===== config.mk =====
export PLATFORM = sky130hd
export DESIGN_NAME = timed_task_alarm_table
export DESIGN_NICKNAME = d
export VERILOG_FILES = /design/src/rtl/ttat_pkg.sv /design/src/rtl/ttat_datapath.sv /design/src/rtl/ttat_ctrl.sv /design/src/rtl/timed_task_alarm_table.sv
export SDC_FILE = /design/constraint.sdc
export NUM_CORES = 2
export LEC_CHECK = 0
export ABC_AREA = 0
export BUFFER_PORTS_ARGS = -buffer_cell sky130_fd_sc_hd__buf_2
export CORE_UTILIZATION = 50
export DETAILED_ROUTE_END_ITERATION = 7
export PLACE_DENSITY_LB_ADDON = 0.12
export SLEW_MARGIN = 30
export SYNTH_ARGS = -nofsm -noshare
export SYNTH_HDL_FRONTEND = slang
export SYNTH_SLANG_ARGS = --single-unit

===== constraint.sdc =====
create_clock -name clk_i -period 8.15 [get_ports clk_i]
set_input_delay 2.0375 -clock clk_i [delete_from_list [all_inputs] [get_ports clk_i]]
set_output_delay 2.0375 -clock clk_i [all_outputs]
set_load 0.02 [all_outputs]

===== src/rtl/ttat_pkg.sv =====
// Shared types and codes for the timed alarm table.
package ttat_pkg;

  typedef enum logic [1:0] {
    CMD_ADD_DAILY = 2'd0,
    CMD_ADD_ONCE  = 2'd1,
    CMD_REMOVE    = 2'd2,
    CMD_TICK      = 2'd3
  } cmd_e;

  typedef enum logic [2:0] {
    RC_ADDED     = 3'd0,
    RC_FULL      = 3'd1,
    RC_REMOVED   = 3'd2,
    RC_NOT_FOUND = 3'd3,
    RC_FIRED     = 3'd4,
    RC_IDLE      = 3'd5
  } rc_e;

  // Commands from the controller to the datapath.
  typedef struct packed {
    logic load;        // capture the input item
    logic append;      // write a new entry at the end of the table
    logic scan_clr;    // reset the scan index to zero
    logic scan_inc;    // step the scan index
    logic shift;       // copy entry index+1 to index (compaction step)
    logic dec_count;   // one entry fewer
    logic seen_upd;    // take the captured clock as the seen clock
    logic emit;        // drive a result this cycle
    rc_e  emit_code;
    logic emit_id;     // result carries the scanned entry id
    logic emit_new_id; // result carries the freshly assigned id
    logic emit_kind;
    logic emit_last;
  } ctrl_t;

  // Status from the datapath to the controller.
  typedef struct packed {
    cmd_e cmd;
    logic full;
    logic scan_end;     // scan index at or past the entry count
    logic shift_end;    // scan index is the last valid place
    logic id_hit;
    logic daily_hit;
    logic once_hit;
    logic clock_new;    // tick clock valid and unlike the seen clock
  } stat_t;

endpackage


===== src/rtl/ttat_datapath.sv =====
// Datapath of the alarm table: entry storage, scan index and result drive.
module ttat_datapath #(
  parameter int unsigned TableDepth = 16
) (
  input  logic                       clk_i,
  input  logic                       rst_ni,
  input  ttat_pkg::ctrl_t            ctrl_i,
  output ttat_pkg::stat_t            stat_o,
  input  logic [1:0]                 command_i,
  input  logic [4:0]                 hour_i,
  input  logic [5:0]                 minute_i,
  input  logic [5:0]                 second_i,
  input  logic [31:0]                delay_ms_i,
  input  logic [15:0]                target_id_i,
  input  logic [31:0]                now_ms_i,
  input  logic                       time_valid_i,
  output logic                       result_valid_o,
  output logic [2:0]                 result_code_o,
  output logic [15:0]                task_id_o,
  output logic                       fired_kind_o,
  output logic                       last_o
);
  localparam int unsigned IdxW = (TableDepth > 1) ? $clog2(TableDepth) : 1;
  localparam int unsigned CntW = $clog2(TableDepth + 1);

  typedef struct packed {
    logic [15:0] id;
    logic        kind;
    logic [4:0]  hour;
    logic [5:0]  minute;
    logic [5:0]  second;
    logic [31:0] deadline;
  } entry_t;

  entry_t           tab_q [TableDepth];
  logic [CntW-1:0]  count_q;
  logic [15:0]      next_id_q;
  logic [CntW-1:0]  idx_q;
  logic [1:0]       cmd_q;
  logic [4:0]       hour_q;
  logic [5:0]       minute_q, second_q;
  logic [31:0]      dl_q, now_q;
  logic [15:0]      target_q;
  logic             tvalid_q;
  logic             seen_valid_q;
  logic [4:0]       seen_hour_q;
  logic [5:0]       seen_minute_q, seen_second_q;

  entry_t           cur;
  entry_t           nxt;
  logic [IdxW-1:0]  idx_w;
  logic [IdxW-1:0]  idx_n;
  logic [CntW-1:0]  idx_p1;

  assign idx_w  = idx_q[IdxW-1:0];
  assign idx_p1 = idx_q + CntW'(1);
  assign idx_n  = (idx_p1 < CntW'(TableDepth)) ? idx_p1[IdxW-1:0] : idx_w;
  assign cur    = tab_q[idx_w];
  assign nxt    = tab_q[idx_n];

  always_ff @(posedge clk_i or negedge rst_ni) begin
    if (!rst_ni) begin
      count_q      <= '0;
      next_id_q    <= 16'd1;
      idx_q        <= '0;
      seen_valid_q <= 1'b0;
      seen_hour_q  <= '0;
      seen_minute_q <= '0;
      seen_second_q <= '0;
    end else begin
      if (ctrl_i.scan_clr) begin
        idx_q <= '0;
      end else if (ctrl_i.scan_inc) begin
        idx_q <= idx_p1;
      end
      if (ctrl_i.append) begin
        count_q   <= count_q + CntW'(1);
        next_id_q <= (next_id_q == 16'hFFFF) ? 16'd1 : next_id_q + 16'd1;
      end else if (ctrl_i.dec_count) begin
        count_q <= count_q - CntW'(1);
      end
      if (ctrl_i.seen_upd) begin
        seen_valid_q  <= 1'b1;
        seen_hour_q   <= hour_q;
        seen_minute_q <= minute_q;
        seen_second_q <= second_q;
      end
    end
  end

  always_ff @(posedge clk_i) begin
    if (ctrl_i.load) begin
      cmd_q    <= command_i;
      hour_q   <= hour_i;
      minute_q <= minute_i;
      second_q <= second_i;
      dl_q     <= now_ms_i + delay_ms_i;
      now_q    <= now_ms_i;
      target_q <= target_id_i;
      tvalid_q <= time_valid_i;
    end
    if (ctrl_i.append) begin
      tab_q[count_q[IdxW-1:0]] <= '{
        id:       next_id_q,
        kind:     (cmd_q == ttat_pkg::CMD_ADD_ONCE),
        hour:     (cmd_q == ttat_pkg::CMD_ADD_ONCE) ? 5'd0 : hour_q,
        minute:   (cmd_q == ttat_pkg::CMD_ADD_ONCE) ? 6'd0 : minute_q,
        second:   (cmd_q == ttat_pkg::CMD_ADD_ONCE) ? 6'd0 : second_q,
        deadline: (cmd_q == ttat_pkg::CMD_ADD_ONCE) ? dl_q : 32'd0
      };
    end
    if (ctrl_i.shift) begin
      tab_q[idx_w] <= nxt;
    end
  end

  always_comb begin
    stat_o.cmd       = ttat_pkg::cmd_e'(cmd_q);
    stat_o.full      = (count_q >= CntW'(TableDepth));
    stat_o.scan_end  = (idx_q >= count_q);
    stat_o.shift_end = (idx_p1 >= count_q);
    stat_o.id_hit    = (cur.id == target_q);
    stat_o.daily_hit = !cur.kind && cur.hour == hour_q && cur.minute == minute_q
                       && cur.second == second_q;
    stat_o.once_hit  = cur.kind && (now_q >= cur.deadline);
    stat_o.clock_new = tvalid_q && !(seen_valid_q && seen_hour_q == hour_q
                       && seen_minute_q == minute_q && seen_second_q == second_q);
  end

  always_comb begin
    result_valid_o = ctrl_i.emit;
    result_code_o  = ctrl_i.emit_code;
    task_id_o      = ctrl_i.emit_id ? cur.id : (ctrl_i.emit_new_id ? next_id_q : 16'd0);
    fired_kind_o   = ctrl_i.emit_kind;
    last_o         = ctrl_i.emit_last;
  end

endmodule


===== src/rtl/ttat_ctrl.sv =====
// Controller state machine sequencing the alarm table commands.
module ttat_ctrl (
  input  logic              clk_i,
  input  logic              rst_ni,
  input  logic              start_i,
  output logic              busy_o,
  input  ttat_pkg::stat_t   stat_i,
  output ttat_pkg::ctrl_t   ctrl_o
);
  typedef enum logic [7:0] {
    S_IDLE    = 8'b0000_0001,
    S_DECODE  = 8'b0000_0010,
    S_FIND    = 8'b0000_0100,
    S_COMPACT = 8'b0000_1000,
    S_DAILY   = 8'b0001_0000,
    S_ONCE    = 8'b0010_0000,
    S_OCOMP   = 8'b0100_0000,
    S_OLAST   = 8'b1000_0000
  } state_e;

  state_e state_q, state_d;
  logic   fired_q, fired_d;

  assign busy_o = (state_q != S_IDLE);

  always_ff @(posedge clk_i or negedge rst_ni) begin
    if (!rst_ni) begin
      state_q <= S_IDLE;
      fired_q <= 1'b0;
    end else begin
      state_q <= state_d;
      fired_q <= fired_d;
    end
  end

  always_comb begin
    state_d = state_q;
    fired_d = fired_q;
    ctrl_o  = '0;
    ctrl_o.emit_code = ttat_pkg::RC_IDLE;
    case (state_q)
      S_IDLE: begin
        if (start_i) begin
          ctrl_o.load = 1'b1;
          state_d = S_DECODE;
        end
      end
      S_DECODE: begin
        ctrl_o.scan_clr = 1'b1;
        fired_d = 1'b0;
        case (stat_i.cmd)
          ttat_pkg::CMD_ADD_DAILY, ttat_pkg::CMD_ADD_ONCE: begin
            ctrl_o.emit = 1'b1;
            ctrl_o.emit_last = 1'b1;
            if (stat_i.full) begin
              ctrl_o.emit_code = ttat_pkg::RC_FULL;
            end else begin
              ctrl_o.emit_code = ttat_pkg::RC_ADDED;
              ctrl_o.emit_new_id = 1'b1;
              ctrl_o.append = 1'b1;
            end
            state_d = S_IDLE;
          end
          ttat_pkg::CMD_REMOVE: state_d = S_FIND;
          default: begin
            if (stat_i.clock_new) begin
              ctrl_o.seen_upd = 1'b1;
              state_d = S_DAILY;
            end else begin
              state_d = S_ONCE;
            end
          end
        endcase
      end
      S_FIND: begin
        if (stat_i.scan_end) begin
          ctrl_o.emit = 1'b1;
          ctrl_o.emit_last = 1'b1;
          ctrl_o.emit_code = ttat_pkg::RC_NOT_FOUND;
          state_d = S_IDLE;
        end else if (stat_i.id_hit) begin
          state_d = S_COMPACT;
        end else begin
          ctrl_o.scan_inc = 1'b1;
        end
      end
      S_COMPACT: begin
        if (stat_i.shift_end) begin
          ctrl_o.dec_count = 1'b1;
          ctrl_o.emit = 1'b1;
          ctrl_o.emit_last = 1'b1;
          ctrl_o.emit_code = ttat_pkg::RC_REMOVED;
          state_d = S_IDLE;
        end else begin
          ctrl_o.shift = 1'b1;
          ctrl_o.scan_inc = 1'b1;
        end
      end
      S_DAILY: begin
        if (stat_i.scan_end) begin
          ctrl_o.scan_clr = 1'b1;
          state_d = S_ONCE;
        end else begin
          ctrl_o.scan_inc = 1'b1;
          if (stat_i.daily_hit) begin
            ctrl_o.emit = 1'b1;
            ctrl_o.emit_code = ttat_pkg::RC_FIRED;
            ctrl_o.emit_id = 1'b1;
            fired_d = 1'b1;
          end
        end
      end
      S_ONCE: begin
        if (stat_i.scan_end) begin
          ctrl_o.emit = 1'b1;
          ctrl_o.emit_last = 1'b1;
          ctrl_o.emit_code = ttat_pkg::RC_IDLE;
          state_d = S_IDLE;
        end else if (stat_i.once_hit) begin
          ctrl_o.emit = 1'b1;
          ctrl_o.emit_code = ttat_pkg::RC_FIRED;
          ctrl_o.emit_id = 1'b1;
          ctrl_o.emit_kind = 1'b1;
          fired_d = 1'b1;
          state_d = S_OCOMP;
        end else begin
          ctrl_o.scan_inc = 1'b1;
        end
      end
      S_OCOMP: begin
        // Close the gap left by a fired one-shot, then walk again from the head.
        if (stat_i.shift_end) begin
          ctrl_o.dec_count = 1'b1;
          state_d = S_OLAST;
        end else begin
          ctrl_o.shift = 1'b1;
          ctrl_o.scan_inc = 1'b1;
        end
      end
      S_OLAST: begin
        ctrl_o.scan_clr = 1'b1;
        state_d = S_ONCE;
      end
      default: state_d = S_IDLE;
    endcase
    // The final result of a tick: an empty closing result only if nothing fired.
    if (state_q == S_ONCE && stat_i.scan_end && fired_q) begin
      ctrl_o.emit = 1'b0;
    end
  end

endmodule


===== src/rtl/timed_task_alarm_table.sv =====
// Top level of the timed alarm table: controller plus datapath.
//
// The block holds an ordered table of up to TABLE_DEPTH alarms, daily or
// one-shot, and takes an item when start is high and busy is low. An add
// answers in the cycle right after it is taken, and the next item can be
// taken in the cycle after the answer. Remove scans for the id and then
// compacts the table. A tick walks the table once for daily matches and then
// for due one-shot alarms; each fired one-shot is compacted and the one-shot
// walk restarts from the head, so a tick runs longest when many one-shots
// fire; the table walk and compaction loop set this.
// Results appear on result_valid_o for one cycle each and cannot be held off;
// last_o marks the final result of an item. A tick where alarms fired ends with
// a last result that is the final fired alarm, so the top level holds each
// fired result back until the next result of the tick is known; see result
// staging below.
module timed_task_alarm_table #(
  parameter int unsigned TABLE_DEPTH = 16
) (
  input  logic        clk_i,
  input  logic        rst_ni,
  input  logic        start,
  output logic        busy,
  input  logic [1:0]  command_i,
  input  logic [4:0]  hour_i,
  input  logic [5:0]  minute_i,
  input  logic [5:0]  second_i,
  input  logic [31:0] delay_ms_i,
  input  logic [15:0] target_id_i,
  input  logic [31:0] now_ms_i,
  input  logic        time_valid_i,
  output logic        result_valid_o,
  output logic [2:0]  result_code_o,
  output logic [15:0] task_id_o,
  output logic        fired_kind_o,
  output logic        last_o
);
  ttat_pkg::ctrl_t ctrl;
  ttat_pkg::stat_t stat;
  logic            ctrl_busy;
  logic            dp_valid, dp_last, dp_kind;
  logic [2:0]      dp_code;
  logic [15:0]     dp_id;

  // One-deep staging: a result is held until the next one arrives, so the
  // held result can be marked last when the item's final result comes in.
  logic            hold_q;
  logic [2:0]      hcode_q;
  logic [15:0]     hid_q;
  logic            hkind_q;
  logic            flush;

  ttat_ctrl u_ctrl (
    .clk_i  (clk_i),
    .rst_ni (rst_ni),
    .start_i(start),
    .busy_o (ctrl_busy),
    .stat_i (stat),
    .ctrl_o (ctrl)
  );

  ttat_datapath #(.TableDepth(TABLE_DEPTH)) u_dp (
    .clk_i         (clk_i),
    .rst_ni        (rst_ni),
    .ctrl_i        (ctrl),
    .stat_o        (stat),
    .command_i     (command_i),
    .hour_i        (hour_i),
    .minute_i      (minute_i),
    .second_i      (second_i),
    .delay_ms_i    (delay_ms_i),
    .target_id_i   (target_id_i),
    .now_ms_i      (now_ms_i),
    .time_valid_i  (time_valid_i),
    .result_valid_o(dp_valid),
    .result_code_o (dp_code),
    .task_id_o     (dp_id),
    .fired_kind_o  (dp_kind),
    .last_o        (dp_last)
  );

  // A tick that fired ends with the suppressed closing result; that end flushes
  // the held firing as last.
  assign flush = ctrl_busy && !dp_valid && ctrl.emit_last && hold_q;

  always_ff @(posedge clk_i or negedge rst_ni) begin
    if (!rst_ni) begin
      hold_q <= 1'b0;
    end else if (dp_valid && !dp_last) begin
      hold_q <= 1'b1;
    end else if (dp_valid || flush) begin
      hold_q <= 1'b0;
    end
  end

  always_ff @(posedge clk_i) begin
    if (dp_valid && !dp_last) begin
      hcode_q <= dp_code;
      hid_q   <= dp_id;
      hkind_q <= dp_kind;
    end
  end

  always_comb begin
    result_valid_o = 1'b0;
    result_code_o  = dp_code;
    task_id_o      = dp_id;
    fired_kind_o   = dp_kind;
    last_o         = 1'b0;
    if (hold_q && (dp_valid || flush)) begin
      result_valid_o = 1'b1;
      result_code_o  = hcode_q;
      task_id_o      = hid_q;
      fired_kind_o   = hkind_q;
      last_o         = flush;
    end else if (dp_valid && dp_last) begin
      result_valid_o = 1'b1;
      last_o         = 1'b1;
    end
  end

  assign busy = ctrl_busy || hold_q;

  // Only fired results of a tick are held. A fresh final result never meets a
  // held one, because a tick that fired suppresses its closing result and the
  // held firing goes out as last in that cycle instead.

  a_last_ends_busy: assert property (@(posedge clk_i) disable iff (!rst_ni)
    (result_valid_o && last_o) |=> !hold_q)
    else $error("held result survived the final result");
  a_no_start_busy: assert property (@(posedge clk_i) disable iff (!rst_ni)
    (start && !busy) |=> busy)
    else $error("item taken without going busy");
  a_code_range: assert property (@(posedge clk_i) disable iff (!rst_ni)
    result_valid_o |-> (result_code_o <= 3'd5))
    else $error("result code out of range");

endmodule


==> results by group <==
Floorplanning
  • I/O pin cnt: 126
  • Die area: 120500 um^2
  • Initial Utilization: 50.43%
  • Die Ht: 347.1 um
  • Num rows: ~130
  • Core ar.: approximately 120000 um^2
  • Die width: 347.1 um

Placed design
  • Setup WS pre-CTS: 494.1 ps
  • RePlAce Congestion: about 0.83
  • HPWL Detailed: 91460 um
  • Input/output buffers: approximately 130

Timing
  • RSZ-0062 raised after global routing: false
  • Final Hold Fails: 0
  • Fin crit period: between 7000 and 8000 ps
  • Worst-Margin Slew: around 1000 ps
  • Setup TNS: 0 ps
  • Final setup viols: 0
  • Fmax: 0.1265 GHz
  • Slew Limit Fails: 0
  • Setup WS post-layout: 246.6 ps
  • WHS: 477.9 ps
  • Final Cycle Share: 96.97%
  • Clock Skew: 24.99 ps
  • Max transition margin: 31.69%

Yosys
  • Yosys reg bits: 1230
  • Area contributors post-synth: edfxtp_1, mux4_2, mux2i_1
  • Synth Flop Type: edfxtp_1
  • Post-synthesis sequential area ratio: 61.57%
  • Yosys top cell by area: edfxtp_1
  • Post-synth EDFFs: 1176
  • Post-Syn Area: 59550 um^2
  • Synth Net Count: between 3000 and 4000
  • Yosys top cell area share: 59.30%
  • Number of distinct library cells after synthesis: 80
  • Ys Warns: 0
  • Syn avg cell area: roughly 18 um^2
  • Gate Count Post-Synth: approximately 3300
  • Fraction of registers with async set/reset: 4.390%

Power and ir drop
  • Max VDD drop: 0.2703 mV
  • Leak Pwr: 21.86 nW
  • Pwr Density: 292.5 nW/um^2
  • Total chip power: 19.64 mW

Finish
  • Inserted Diodes: 0
  • Layout Nets: 3674
  • Post-layout util: roughly 57%
  • # fillers: 8802
  • Synth-to-layout area growth: 12.73%
  • Layout cell share with drive strength beyond 1: 30.93%

CTS
  • Clock Tree Buf Depth: 3
  • CTS tree: done
  • CTS clk-pin slew, worst paths: 60 ps
  • Clk Latency, worst-skew pair: 750 ps
  • TritonCTS buffer count: 137
  • Clock root buffer: clkbuf_16
  • Sink Count: 1230
  • H-tree depth: 4
  • Cts-stage hold buffer count: 0

Critical path
  • Crit path max fanout: 21
  • Required @ worst endpoint: 6110 ps
  • Critical path type: reg -> out
  • CP most frequent cell: buf_4
  • CP top delay family: compound AO/OA/AOI/OAI gates
  • Slowest CP cell: dfrtp_4
  • Nature of the critical path endpoint: output pin
  • Worst Path Buf+Inv: 5
  • CP peak stage delay: about 620 ps
  • RR Startpoint: u_dp.idx_q[1]
  • Critical Path AT: 5870 ps
  • CP startpoint: u_dp.idx_q[1]
  • Startpoint Class: flip-flop
  • Critical path, cell by cell: buf_4 -> mux4_2 -> mux4_2 -> inv_1 -> ha_1 -> a21o_1 -> a2111oi_0 -> o21ai_0 -> a41oi_2 -> buf_4 -> a21oi_1 -> a21o_1 -> o21ai_4 -> buf_4 -> mux2_2 -> buf_2

Min path
  • Hold Crit Start: u_dp.seen_valid_q
  • Hold crit path type: reg -> reg

Drt
  • Wirelength per Cell: between 30 and 40 um
  • Final wirelength: 159700 um
  • Via Count: 34430
  • DRC: 0
  • 1st-iter DRT viols: 3701
  • Pre-antenna DRT Iters: 5
  • Final ANT Viol Nets: 0
  • Routed vias/inst: ~6.7

Global routing
  • Total grt overflow: 0
  • Vias in the first global route: between 30000 and 40000
  • Antenna violations before repair: 0
  • Largest net degree at the start of global routing: approximately 140
  • First-pass GRT wire length: 236200 um
  • All-layer global routing usage: between 20% and 30%

Status
  • Outcome: finished, final reports clean

Flow run
  • Total of max-cap violations: 0
## power by group
group          total (mW)  switching [mW]  internal, mW
clock                5.99            2.46          3.52
sequential           7.65           0.229          7.42
combinational        6.00            3.12          2.88
total                19.6            5.81          13.8
## synthesized netlist by cell type, drive strengths merged, types with 21 or more instances
master	count
mux4	551
mux2i	134
nor2	91
nand3	36
inv	75
buf	114
edfxtp	1176
a22o	58
nor2b	67
o21ai	77
a21oi	134
nand2	86
mux2	68
xnor2	54
xor2	40
a21o	25
clkbuf	99
a211oi	60
dfrtp	52
ha	78
nor3	21
## cell usage in the layout (no fill, tap or decap), types with 36 or more instances in the layout
cell type and n:
dfrtp_1 48, xnor2_1 51, nor2b_1 67, clkbuf_16 144, inv_1 74, nand2_1 86
o21ai_0 69, a21oi_1 132, a211oi_1 60, nand3_1 36, buf_12 37, mux4_2 551
a22o_1 58, mux2_2 65, buf_2 125, buf_4 77, nor2_1 73, mux2i_1 133
edfxtp_1 1176, ha_1 78, xor2_1 40
## worst paths after layout
path	cells past startpoint	end	slack [ps]
worst max-delay path	16	task_id_o[6]	250
worst min-delay path	1	u_dp.seen_valid_q	480
worst max register to register	12	u_dp.idx_q[0]	1780
worst min register to register	1	u_dp.seen_valid_q	480
max in group asynchronous	2	u_dp.idx_q[3]	6030
min in group asynchronous	2	u_dp.next_id_q[9]	1450
## layout make-up
type	instances	area (um^2)	area share [%]
Clock buffer	179	3825	5.698
Clock inverter	67	533.0	0.7940
Inverter	76	285.3	0.4250
Multi-Input combinational cell	1803	21840	32.54
Sequential cell	1230	36680	54.64
Tap cell	1536	1922	2.863
Timing Repair Buffer	243	2038	3.036
## cell families (layout without fill, tap and decap cells)
group	after synthesis	in the layout	share of synthesized area (%)
flip-flops	1230	1230	61.57
multiplexers	753	753	24.40
AO/OA/AOI/OAI	482	482	5.463
AND/OR/NAND/NOR	394	394	3.351
buffers and inverters	289	565	2.128
XOR/XNOR	94	94	1.382
adder cells (fa/ha/maj)	80	80	1.706
## registers in the layout (all words and copies together), names as in the netlist
signal,cells
hcode_q,3
u_dp.hour_q,5
u_dp.tab_q,1056
u_dp.target_q,16
hkind_q,1
u_dp.second_q,6
u_ctrl.fired_q,1
u_ctrl.state_q,8
u_dp.cmd_q,2
u_dp.minute_q,6
u_dp.seen_hour_q,5
u_dp.dl_q,32
u_dp.seen_valid_q,1
u_dp.seen_second_q,6
u_dp.count_q,5
u_dp.now_q,32
u_dp.idx_q,5
hid_q,16
hold_q,1
u_dp.tvalid_q,1
u_dp.next_id_q,16
u_dp.seen_minute_q,6
## metal layers
| layer | track usage (%) | routed length, um |
|---|---|---|
| met1 | 36.94 | 64780 |
| met2 | 43.55 | 78310 |
| met3 | 5.041 | 12980 |
| met5 | 0 | 0 |
| met4 | 7.342 | 3632 |
## per-stage QoR
stage                     instance area, um^2  cells
final                                   67130   5134
after global routing                    67130   5134
after CTS                               67060   5131
after detailed placement                62630   4882
after global placement                  62560   4880
after floorplan                         59550   3322
## what timing repair did
item,4_1_cts,5_1_grt
setup endpoints to repair,20,17
buffers inserted,3,3
resized for setup,2,1
(Power assumes the default switching activity.)
